$ cat src/sv/hde_pkg.sv
// ----------------------------------------------------------------------------
// hde_pkg: shared types and constants for the Haar detail energy unit
// Widths of the band sums, the square-root radicand and the per-bit
// root stage record that travels down the cell chain.
// ----------------------------------------------------------------------------
package hde_pkg;

  localparam int PIX_W    = 8;
  localparam int ENERGY_W = 14;
  localparam int ROOT_W   = 14;                // one root bit per cell
  localparam int RAD_W    = 2 * ROOT_W;        // radicand, 64 * S, padded to even
  localparam int REM_W    = ROOT_W + 2;        // partial remainder
  localparam int SUM_W    = 21;                // S = LH^2 + HL^2 + HH^2 <= 1560600
  localparam int IN_TDATA_W  = 4 * PIX_W;
  localparam int OUT_TDATA_W = 16;

  // Record handed from one root cell to the next.
  typedef struct packed {
    logic              valid;
    logic [RAD_W-1:0]  rad;   // radicand bits not yet consumed, top aligned
    logic [REM_W-1:0]  rem;
    logic [ROOT_W-1:0] root;
  } sqrt_stage_t;

endpackage

$ cat src/sv/haar_detail_energy_unit.sv
// ----------------------------------------------------------------------------
// haar_detail_energy_unit: Haar lifting detail energy of a 2x2 pixel block
// Takes one 2x2 block per transfer and returns sqrt(LH^2 + HL^2 + HH^2)
// as unsigned Q.4, floored. One result per input block, in order.
// ----------------------------------------------------------------------------
// A new block is taken every cycle unless stalled; each result passes
// through seventeen registers to reach out_tvalid (two band/square stages,
// the first loading at the transfer edge itself, fourteen square-root cells
// producing one root bit each, one output register). Unstalled throughput is
// one block per cycle, set by the chain of root cells which all advance
// together. Output back-pressure stalls the whole chain once the output
// register and its skid register are both occupied; in_tready is a
// registered signal and does not depend combinationally on out_tready.
// No configuration, no state kept between blocks.
// ----------------------------------------------------------------------------
module haar_detail_energy_unit import hde_pkg::*; (
  input  logic                   clk,
  input  logic                   rst_n,
  // input blocks
  input  logic                   in_tvalid,
  output logic                   in_tready,
  // [7:0] top_left, [15:8] top_right, [23:16] bottom_left, [31:24] bottom_right
  input  logic [IN_TDATA_W-1:0]  in_tdata,
  // results
  output logic                   out_tvalid,
  input  logic                   out_tready,
  // [13:0] energy (Q.4), [15:14] zero
  output logic [OUT_TDATA_W-1:0] out_tdata
);

  // Chain enable: everything advances unless the skid register is holding.
  logic        en;
  sqrt_stage_t chain [ROOT_W+1];

  // Output register plus one skid entry.
  logic                out_valid_r, out_valid_nxt;
  logic [ENERGY_W-1:0] out_data_r,  out_data_nxt;
  logic                skid_valid_r, skid_valid_nxt;
  logic [ENERGY_W-1:0] skid_data_r,  skid_data_nxt;
  logic                push;
  logic                pop;

  assign en        = !skid_valid_r;
  assign in_tready = en;

  // Band values, squares and the 64*S radicand
  hde_band u_band (
    .clk          (clk),
    .rst_n        (rst_n),
    .en           (en),
    .in_valid     (in_tvalid),
    .top_left     (in_tdata[7:0]),
    .top_right    (in_tdata[15:8]),
    .bottom_left  (in_tdata[23:16]),
    .bottom_right (in_tdata[31:24]),
    .stage_out    (chain[0])
  );

  // Root cells, most significant root bit first
  for (genvar g = 0; g < ROOT_W; g++) begin : g_cell
    hde_sqrt_cell u_cell (
      .clk       (clk),
      .rst_n     (rst_n),
      .en        (en),
      .stage_in  (chain[g]),
      .stage_out (chain[g+1])
    );
  end

  assign push = chain[ROOT_W].valid && en;
  assign pop  = out_valid_r && out_tready;

  always_comb begin
    out_valid_nxt  = out_valid_r;
    out_data_nxt   = out_data_r;
    skid_valid_nxt = skid_valid_r;
    skid_data_nxt  = skid_data_r;
    if (skid_valid_r) begin
      // chain is frozen; drain the skid entry when the output frees up
      if (pop) begin
        out_data_nxt   = skid_data_r;
        skid_valid_nxt = 1'b0;
      end
    end else if (push) begin
      if (!out_valid_r || pop) begin
        out_valid_nxt = 1'b1;
        out_data_nxt  = chain[ROOT_W].root;
      end else begin
        skid_valid_nxt = 1'b1;
        skid_data_nxt  = chain[ROOT_W].root;
      end
    end else if (pop) begin
      out_valid_nxt = 1'b0;
    end
  end

  always_ff @(posedge clk) begin
    if (!rst_n) begin
      out_valid_r  <= 1'b0;
      skid_valid_r <= 1'b0;
    end else begin
      out_valid_r  <= out_valid_nxt;
      skid_valid_r <= skid_valid_nxt;
    end
  end

  always_ff @(posedge clk) begin
    out_data_r  <= out_data_nxt;
    skid_data_r <= skid_data_nxt;
  end

  assign out_tvalid = out_valid_r;
  assign out_tdata  = {{(OUT_TDATA_W-ENERGY_W){1'b0}}, out_data_r};

`ifndef NO_ASSERTIONS
  // skid entry only ever sits behind a full output register
  a_skid_behind_out: assert property (@(posedge clk) disable iff (!rst_n)
    skid_valid_r |-> out_valid_r)
    else $error("skid register holds data while output register is empty");

  // a result leaving the chain always lands in the output stage
  a_push_lands: assert property (@(posedge clk) disable iff (!rst_n)
    push |=> out_valid_r)
    else $error("result from root chain was dropped");

  // skid fills only when the output was stalled
  a_skid_fill_cause: assert property (@(posedge clk) disable iff (!rst_n)
    $rose(skid_valid_r) |-> $past(out_valid_r && !out_tready))
    else $error("skid register filled without output stall");

  // skid entry holds its data while the output is stalled (the chain is frozen while it is held)
  a_stall_hold: assert property (@(posedge clk) disable iff (!rst_n)
    (skid_valid_r && !out_tready) |=> skid_valid_r && $stable(skid_data_r))
    else $error("skid entry changed while stalled");
`endif

endmodule

$ cat src/sv/hde_band.sv
// ----------------------------------------------------------------------------
// hde_band: Haar band values and sum of squares
// Stage 1 forms LH, HL, HH in half-pixel units and squares them; stage 2
// sums the squares and emits the radicand 64 * S for the root chain.
// ----------------------------------------------------------------------------
module hde_band import hde_pkg::*; (
  input  logic             clk,
  input  logic             rst_n,
  input  logic             en,
  input  logic             in_valid,
  input  logic [PIX_W-1:0] top_left,
  input  logic [PIX_W-1:0] top_right,
  input  logic [PIX_W-1:0] bottom_left,
  input  logic [PIX_W-1:0] bottom_right,
  output sqrt_stage_t      stage_out
);

  logic signed [9:0]  d_top;
  logic signed [9:0]  d_bot;
  logic signed [10:0] lh;
  logic signed [10:0] hl;
  logic signed [10:0] dd;
  logic signed [11:0] hh;
  logic signed [21:0] lh_sq_full;
  logic signed [21:0] hl_sq_full;
  logic signed [23:0] hh_sq_full;

  logic              sq_valid_r;
  logic [17:0]       lh_sq_r;
  logic [17:0]       hl_sq_r;
  logic [19:0]       hh_sq_r;
  logic [SUM_W-1:0]  sum_nxt;
  logic              sum_valid_r;
  logic [SUM_W-1:0]  sum_r;

  assign d_top = $signed({2'b00, top_right}) - $signed({2'b00, top_left});
  assign d_bot = $signed({2'b00, bottom_right}) - $signed({2'b00, bottom_left});
  assign lh    = $signed({3'b000, bottom_left}) + $signed({3'b000, bottom_right})
               - $signed({3'b000, top_left}) - $signed({3'b000, top_right});
  assign hl    = $signed({d_top[9], d_top}) + $signed({d_bot[9], d_bot});
  assign dd    = $signed({d_bot[9], d_bot}) - $signed({d_top[9], d_top});
  assign hh    = {dd, 1'b0};

  assign lh_sq_full = lh * lh;
  assign hl_sq_full = hl * hl;
  assign hh_sq_full = hh * hh;

  assign sum_nxt = {3'b000, lh_sq_r} + {3'b000, hl_sq_r} + {1'b0, hh_sq_r};

  always_ff @(posedge clk) begin
    if (!rst_n) begin
      sq_valid_r  <= 1'b0;
      sum_valid_r <= 1'b0;
    end else if (en) begin
      sq_valid_r  <= in_valid;
      sum_valid_r <= sq_valid_r;
    end
  end

  always_ff @(posedge clk) begin
    if (en) begin
      lh_sq_r <= lh_sq_full[17:0];
      hl_sq_r <= hl_sq_full[17:0];
      hh_sq_r <= hh_sq_full[19:0];
      sum_r   <= sum_nxt;
    end
  end

  // radicand = 64 * S, one spare zero on top to make the width even
  assign stage_out = '{valid: sum_valid_r,
                       rad:   {1'b0, sum_r, 6'b000000},
                       rem:   '0,
                       root:  '0};

endmodule

$ cat src/sv/hde_sqrt_cell.sv
// ----------------------------------------------------------------------------
// hde_sqrt_cell: one bit of a digit-by-digit integer square root
// Brings down two radicand bits, tries root*4+1 against the remainder and
// shifts the resulting root bit in; registered hand-off to the next cell.
// ----------------------------------------------------------------------------
module hde_sqrt_cell import hde_pkg::*; (
  input  logic        clk,
  input  logic        rst_n,
  input  logic        en,
  input  sqrt_stage_t stage_in,
  output sqrt_stage_t stage_out
);

  logic [REM_W+1:0] acc;
  logic [REM_W+1:0] trial;
  logic             fits;
  sqrt_stage_t      stage_nxt;
  sqrt_stage_t      stage_r;

  always_comb begin
    acc   = {stage_in.rem, stage_in.rad[RAD_W-1 -: 2]};
    trial = {2'b00, stage_in.root, 2'b01};
    fits  = (acc >= trial);
    stage_nxt.valid = stage_in.valid;
    stage_nxt.rad   = {stage_in.rad[RAD_W-3:0], 2'b00};
    if (fits) begin
      stage_nxt.rem  = REM_W'(acc - trial);
      stage_nxt.root = {stage_in.root[ROOT_W-2:0], 1'b1};
    end else begin
      stage_nxt.rem  = REM_W'(acc);
      stage_nxt.root = {stage_in.root[ROOT_W-2:0], 1'b0};
    end
  end

  // only the valid bit is reset; data fields just follow the enable
  always_ff @(posedge clk) begin
    if (en) begin
      stage_r.rad  <= stage_nxt.rad;
      stage_r.rem  <= stage_nxt.rem;
      stage_r.root <= stage_nxt.root;
    end
    if (!rst_n) begin
      stage_r.valid <= 1'b0;
    end else if (en) begin
      stage_r.valid <= stage_nxt.valid;
    end
  end

  assign stage_out = stage_r;

endmodule
$ cat config.mk
export PLATFORM = sky130hd
export DESIGN_NAME = haar_detail_energy_unit
export DESIGN_NICKNAME = d
export VERILOG_FILES = /design/src/sv/hde_pkg.sv /design/src/sv/haar_detail_energy_unit.sv /design/src/sv/hde_band.sv /design/src/sv/hde_sqrt_cell.sv
export SDC_FILE = /design/constraint.sdc
export NUM_CORES = 2
export LEC_CHECK = 0
export BUFFER_PORTS_ARGS = -buffer_cell sky130_fd_sc_hd__buf_4
export CAP_MARGIN = 20
export CORE_UTILIZATION = 57
export DETAILED_ROUTE_END_ITERATION = 8
export PLACE_DENSITY = 0.76
export SLEW_MARGIN = 10
export SYNTH_ARGS = -nofsm -noshare
export SYNTH_HDL_FRONTEND = slang
export SYNTH_SLANG_ARGS = --single-unit
$ cat constraint.sdc
create_clock -name clk -period 11.15 [get_ports clk]
set_input_delay 1.115 -clock clk [delete_from_list [all_inputs] [get_ports clk]]
set_output_delay 1.115 -clock clk [all_outputs]
set_load 0.005 [all_outputs]
Yosys cells after proc, flatten, opt, wreduce, memory -nomap -nowiden
Cells that the tools add are included.
{"block": "word_totals", "register_bits": 621, "input_bits": 36, "word_cells": 143}
{"block": "op_classes", "addsub": 22, "mul": 3, "order_cmp": 14, "n_eq_ne": 2, "n_mux": 25, "n_bitwise": 2, "n_reduce_logical": 11}
{"operator": "30-bit two-way mux", "count": 12}
{"operator": "18-bit by 16-bit greater-or-equal comparator with 1-bit output", "count": 13}
{"operator": "16-bit subtractor", "count": 12}
{"operator": "14-bit two-way mux", "count": 4}
{"operator": "11-bit by 11-bit multiplier with 18-bit output", "count": 3}
{"operator": "11-bit by 9-bit subtractor with 11-bit output", "count": 2}
{"operator": "21-bit by 20-bit adder with 21-bit output", "count": 1}
{"operator": "18-bit by 18-bit adder with 19-bit output", "count": 1}
{"operator": "8-bit by 8-bit subtractor with 9-bit output", "count": 2}
{"operator": "15-bit two-way mux", "count": 1}
{"operator": "9-bit by 9-bit adder with 10-bit output", "count": 1}
{"operator": "9-bit by 9-bit subtractor with 10-bit output", "count": 1}
{"operator": "8-bit by 8-bit adder with 9-bit output", "count": 1}
{"operator": "3-bit AND reduction", "count": 3}
{"operator": "1-bit two-way mux", "count": 8}
{"operator": "2-bit nonzero test", "count": 3}
{"operator": "2-bit by 1-bit != test with 1-bit output, second input constant", "count": 2}
{"operator": "1-bit logical AND", "count": 2}
{"operator": "1-bit zero test", "count": 2}
{"operator": "1-bit NOT", "count": 2}
{"operator": "1-bit by 1-bit subtractor with 2-bit output, second input constant", "count": 1}
{"operator": "1-bit greater-or-equal comparator, second input constant", "count": 1}
{"operator": "1-bit logical OR", "count": 1}

Longest topological paths before layout
{"block": "logic_depth", "depth_word": 5, "ltp_mapped": 37, "mapped_depth_nobuf": 36}

By module
Synthesis repeated with hierarchy kept, for this count alone.
{"block": "hier_totals", "cells_unflattened": 4518, "area_unflattened_um2": 55886.1}
{"mod": "hde_sqrt_cell (g_cell[2].u_cell ...)", "n_inst": 8, "cells_each": 204, "area_each_um2": 2813.9, "seq_area_each_um2": 1701.6}
{"mod": "hde_sqrt_cell (g_cell[0].u_cell ...)", "n_inst": 6, "cells_each": 201, "area_each_um2": 2790.2, "seq_area_each_um2": 1701.6}
{"mod": "hde_band", "n_inst": 1, "cells_each": 1619, "area_each_um2": 15449.8, "seq_area_each_um2": 2172.1}
{"mod": "haar_detail_energy_unit", "n_inst": 1, "cells_each": 61, "area_each_um2": 1183.6, "seq_area_each_um2": 880.8}

Worst setup path after synthesis
No wires, ideal clock.
{"block": "synth_path", "path_kind": "flip-flop to flip-flop", "start": "register skid_valid_r", "end": "register out_data_r[0], enable pin", "arrival_ns": 11.430, "required_ns": 10.758, "setup_slack_ns": -0.672, "stages_incl_launch_ff": 6, "n_path_buf": 2, "synth_period_minus_slack_ns": 11.822, "cell_sequence": "dfxtp_1 > clkbuf_1 > clkbuf_1 > inv_1 > nand2_1 > a21oi_1"}
{"block": "synth_via", "elab_chain_cells": 4}
{"item": "start, declared", "line": "haar_detail_energy_unit.sv:38", "source": "logic skid_valid_r, skid_valid_nxt;"}
{"item": "start signal, assigned", "line": "haar_detail_energy_unit.sv:103", "source": "skid_valid_r <= skid_valid_nxt;"}
{"item": "1-bit zero test", "line": "haar_detail_energy_unit.sv:43", "source": "assign en = !skid_valid_r;"}
{"item": "net in_tready", "line": "haar_detail_energy_unit.sv:21", "source": "output logic in_tready,"}
{"item": "1-bit logical AND", "line": "haar_detail_energy_unit.sv:70", "source": "assign push = chain[ROOT_W].valid && en;"}
{"item": "2-bit nonzero test (no line)"}
{"item": "3-bit AND reduction (no line)"}
{"item": "end signal, assigned", "line": "haar_detail_energy_unit.sv:108", "source": "out_data_r <= out_data_nxt;"}
{"item": "end, declared", "line": "haar_detail_energy_unit.sv:37", "source": "logic [ENERGY_W-1:0] out_data_r, out_data_nxt;"}
The timed path passes the listed nets, and every way through them passes these cells.
A chain may end at the register's enable or synchronous reset.

Final worst setup path
{"block": "layout_path", "start": "input in_tdata[17]", "end": "register u_band.hl_sq_r[17], data pin"}
{"block": "layout_via", "elab_chain_cells": 3}
{"item": "start, declared", "line": "haar_detail_energy_unit.sv:23", "source": "input logic [IN_TDATA_W-1:0] in_tdata,"}
{"item": "8-bit by 8-bit subtractor with 9-bit output", "line": "hde_band.sv:37", "source": "assign d_bot = $signed({2'b00, bottom_right}) - $signed({2'b00, bottom_left});"}
{"item": "9-bit by 9-bit adder with 10-bit output", "line": "hde_band.sv:40", "source": "assign hl = $signed({d_top[9], d_top}) + $signed({d_bot[9], d_bot});"}
{"item": "11-bit by 11-bit multiplier with 18-bit output", "line": "hde_band.sv:45", "source": "assign hl_sq_full = hl * hl;"}
{"item": "net u_band.hl_sq_full[17]", "line": "hde_band.sv:25", "source": "logic signed [21:0] hl_sq_full;"}
{"item": "end signal, assigned", "line": "hde_band.sv:63", "source": "hl_sq_r <= hl_sq_full[17:0];"}
{"item": "end, declared", "line": "hde_band.sv:30", "source": "logic [17:0] hl_sq_r;"}
The timed path passes the listed nets, and every way through them passes these cells.

==> metrics.cfg <==
[outcome]
status=finished clean

[drt]
wl_mm=68.8
vias=22600
vias_per_cell=5.39
dr.pass1.iters=5
drc_errors=0
drtAntennaViolNets=0
avgRoutedWirePerCell_um=16.4
drtIter0Drc=1363

[setup_path]
crit_top_cell=inv_1
crit_path_end=u_band.hl_sq_r[17]
cp_max_fo=12
cp.arrival_ps=9270
crit_path_start_kind=primary input
crit_start=in_tdata[17]
worstRegToRegCells=17
r2r_start=u_band.lh_sq_r[3]
critical-path-max-stage-delay_ps=610
r2r_slack_ps=6600
cp-end-kind=flip-flop
slowest_stage=fa_1
worst-endpoint-required_ps=11460
rr_endpoint=u_band.sum_r[18]
crit_type=in2reg

[floorplan]
ios=54
rows=91
die_w_um=254
die-height_um=254
core_area_um2=62200
initial_utilization=0.580
die_area_um2=64300

[timing]
hold_viol=0
drv_slew=0
setup_violations=0
tightest_slew_ps=1090
slew_headroom=0.272
fin_crit_sh=0.804
rsz0062_at_grt=false
finClkSkew_ps=20.0
fmax_ghz=0.112
period_needed_ps=8960
fin_tns_setup_ps=0

[cells_and_area]
regArea_um2=15300
area_growth_pct=8.42
final_area_um2=39100
fill_cells=4763
drive_gt1_frac=0.0697
multi_input_area_um2=18300
final_cell_mix=inv_1 (592), edfxtp_1 (498), ha_1 (325)
nNetsFinal=3915
final_common_cell=inv_1
diodes=0

[clock_tree]
cts_tree=built
ctsHoldBuffers=0
cts-resized-gates=0
insertion_delay_ps=570
clk_pin_slew_ps=60
cts_inserted_buffers=51
htree_levels=2
cts_setup_buffers=0
cts_num_sinks=516
root_buffer=clkbuf_16
cts_max_path_buffers=3

[placed_design]
place.gp.congestion=0.903
io_buffers=51
placed_area_um2=37400
dp_hpwl_mm=53.9

[global_route]
grt-ovfl-total=0
grt_pass1_wl_mm=114
grt_pass1_vias=23700
antenna_found_initial=0
grt_usage=0.221
grt_start_max_net_pins=200

[yosys]
ys_seq_area_frac=0.425
synth.area.top_cells=edfxtp_1 (41%), fa_1 (13%), ha_1 (11%)
syn_inst=3244
syn_area_um2=36100
ys_warn_count=0
netlist.area_leader.share=0.415
synth_edf_count=498
ys_seq_elements=516
synth.distinct_cells=87
syn_area_per_cell_um2=11.1
ys_async_sr_fraction=0
ys.flop_type=edfxtp_1
synth_area_leader_cell=edfxtp_1

[worst_hold_path]
hp-class=reg2reg

[run]
drv_cap=0

stage by stage:
| stage | std cells | hold slack, ps | worst slack [ps] | util |
|---|---|---|---|---|
| final | 4194 | 416 | 2190 | 0.629 |
| after global routing | 4194 | 422 | 1510 | 0.629 |
| after CTS | 4194 | 414 | 2160 | 0.629 |
| after detailed placement | 4100 | 405 | 1570 | 0.602 |
| after global placement | 4100 | 401 | 1790 | 0.602 |
| after floorplan | 3246 | 400 | 2400 | - |
synthesized netlist by cell type, drive strengths merged, types with 10 or more instances:
master / n
a21oi: 156
mux2: 42
a31oi: 13
nor2b: 52
inv: 593
or2: 25
o31ai: 15
clkbuf: 35
nand2: 153
nor4: 17
a21o: 43
edfxtp: 498
fa: 238
o21a: 53
xnor2: 160
or3: 20
nand2b: 53
nand3: 24
o21ai: 105
dfxtp: 18
and3: 10
ha: 325
nor3: 56
mux2i: 25
buf: 12
o21bai: 25
nor2: 263
xor2: 93
layer usage:
metal	vias to the layer above	GRT usage	routed length, um
met5	-	0	0
met3	155	0.0221	2010
met1	11000	0.264	28000
met4	0	0.0963	2860
met2	414	0.402	35900
li1	11000	-	-
worst max-delay path: cells and delay by family:
| kind | cells | cell delay, ps |
|---|---|---|
| XOR/XNOR | 2 | 530 |
| buffers and inverters | 8 | 1110 |
| AND/OR/NAND/NOR | 7 | 990 |
| AO/OA/AOI/OAI | 9 | 1760 |
| adder cells (fa/ha/maj) | 8 | 3750 |
final cells by class:
class,count,share of cell area
inverters,600,0.0577
clock buffers,64,0.0347
repair buffers,64,0.0129
clock inverters,30,0.00829
well taps,837,0.0268
flip-flops and latches,516,0.392
multi-input cells,2083,0.468
how the worst min path moves through the flow:
stage / start / end / slack (ps) / depth (start not counted)
5_1_grt: g_cell[0].u_cell.stage_out[47] / g_cell[1].u_cell.stage_out[49] / 420 / 0
4_1_cts: g_cell[0].u_cell.stage_out[46] / g_cell[1].u_cell.stage_out[48] / 410 / 0
6_report: g_cell[0].u_cell.stage_out[46] / g_cell[1].u_cell.stage_out[48] / 420 / 0
2_1_floorplan: u_band.sum_r[20] / g_cell[0].u_cell.stage_out[0] / 400 / 0
3_3_place_gp: u_band.sum_r[18] / g_cell[0].u_cell.stage_out[56] / 400 / 0
3_5_place_dp: g_cell[0].u_cell.stage_out[46] / g_cell[1].u_cell.stage_out[48] / 400 / 0
cell families (layout without fill, tap and decap cells):
| kind of cell | Yosys count | in the layout | synth area share |
|---|---|---|---|
| other cells | 1 | 3 | 0.000104 |
| compound gates | 481 | 481 | 0.0848 |
| flops | 516 | 516 | 0.425 |
| xor+xnor | 254 | 254 | 0.0623 |
| fa+ha+maj | 563 | 563 | 0.245 |
| buf+inv | 647 | 758 | 0.0682 |
| simple gates | 715 | 715 | 0.0949 |
| mux | 67 | 67 | 0.0203 |
flip-flops by register name, summed over array words and instances (netlist names):
name / cells
g_cell.u_cell.stage_out: 413
out_data_r: 14
out_tvalid: 1
skid_data_r: 14
skid_valid_r: 1
u_band.hh_sq_r: 17
u_band.hl_sq_r: 16
u_band.lh_sq_r: 17
u_band.sq_valid_r: 1
u_band.sum_r: 21
u_band.sum_valid_r: 1
Power is left out: the tool's default activity adds up to more than one toggle a clock period on the data nets, which glitch-free logic cannot reach.
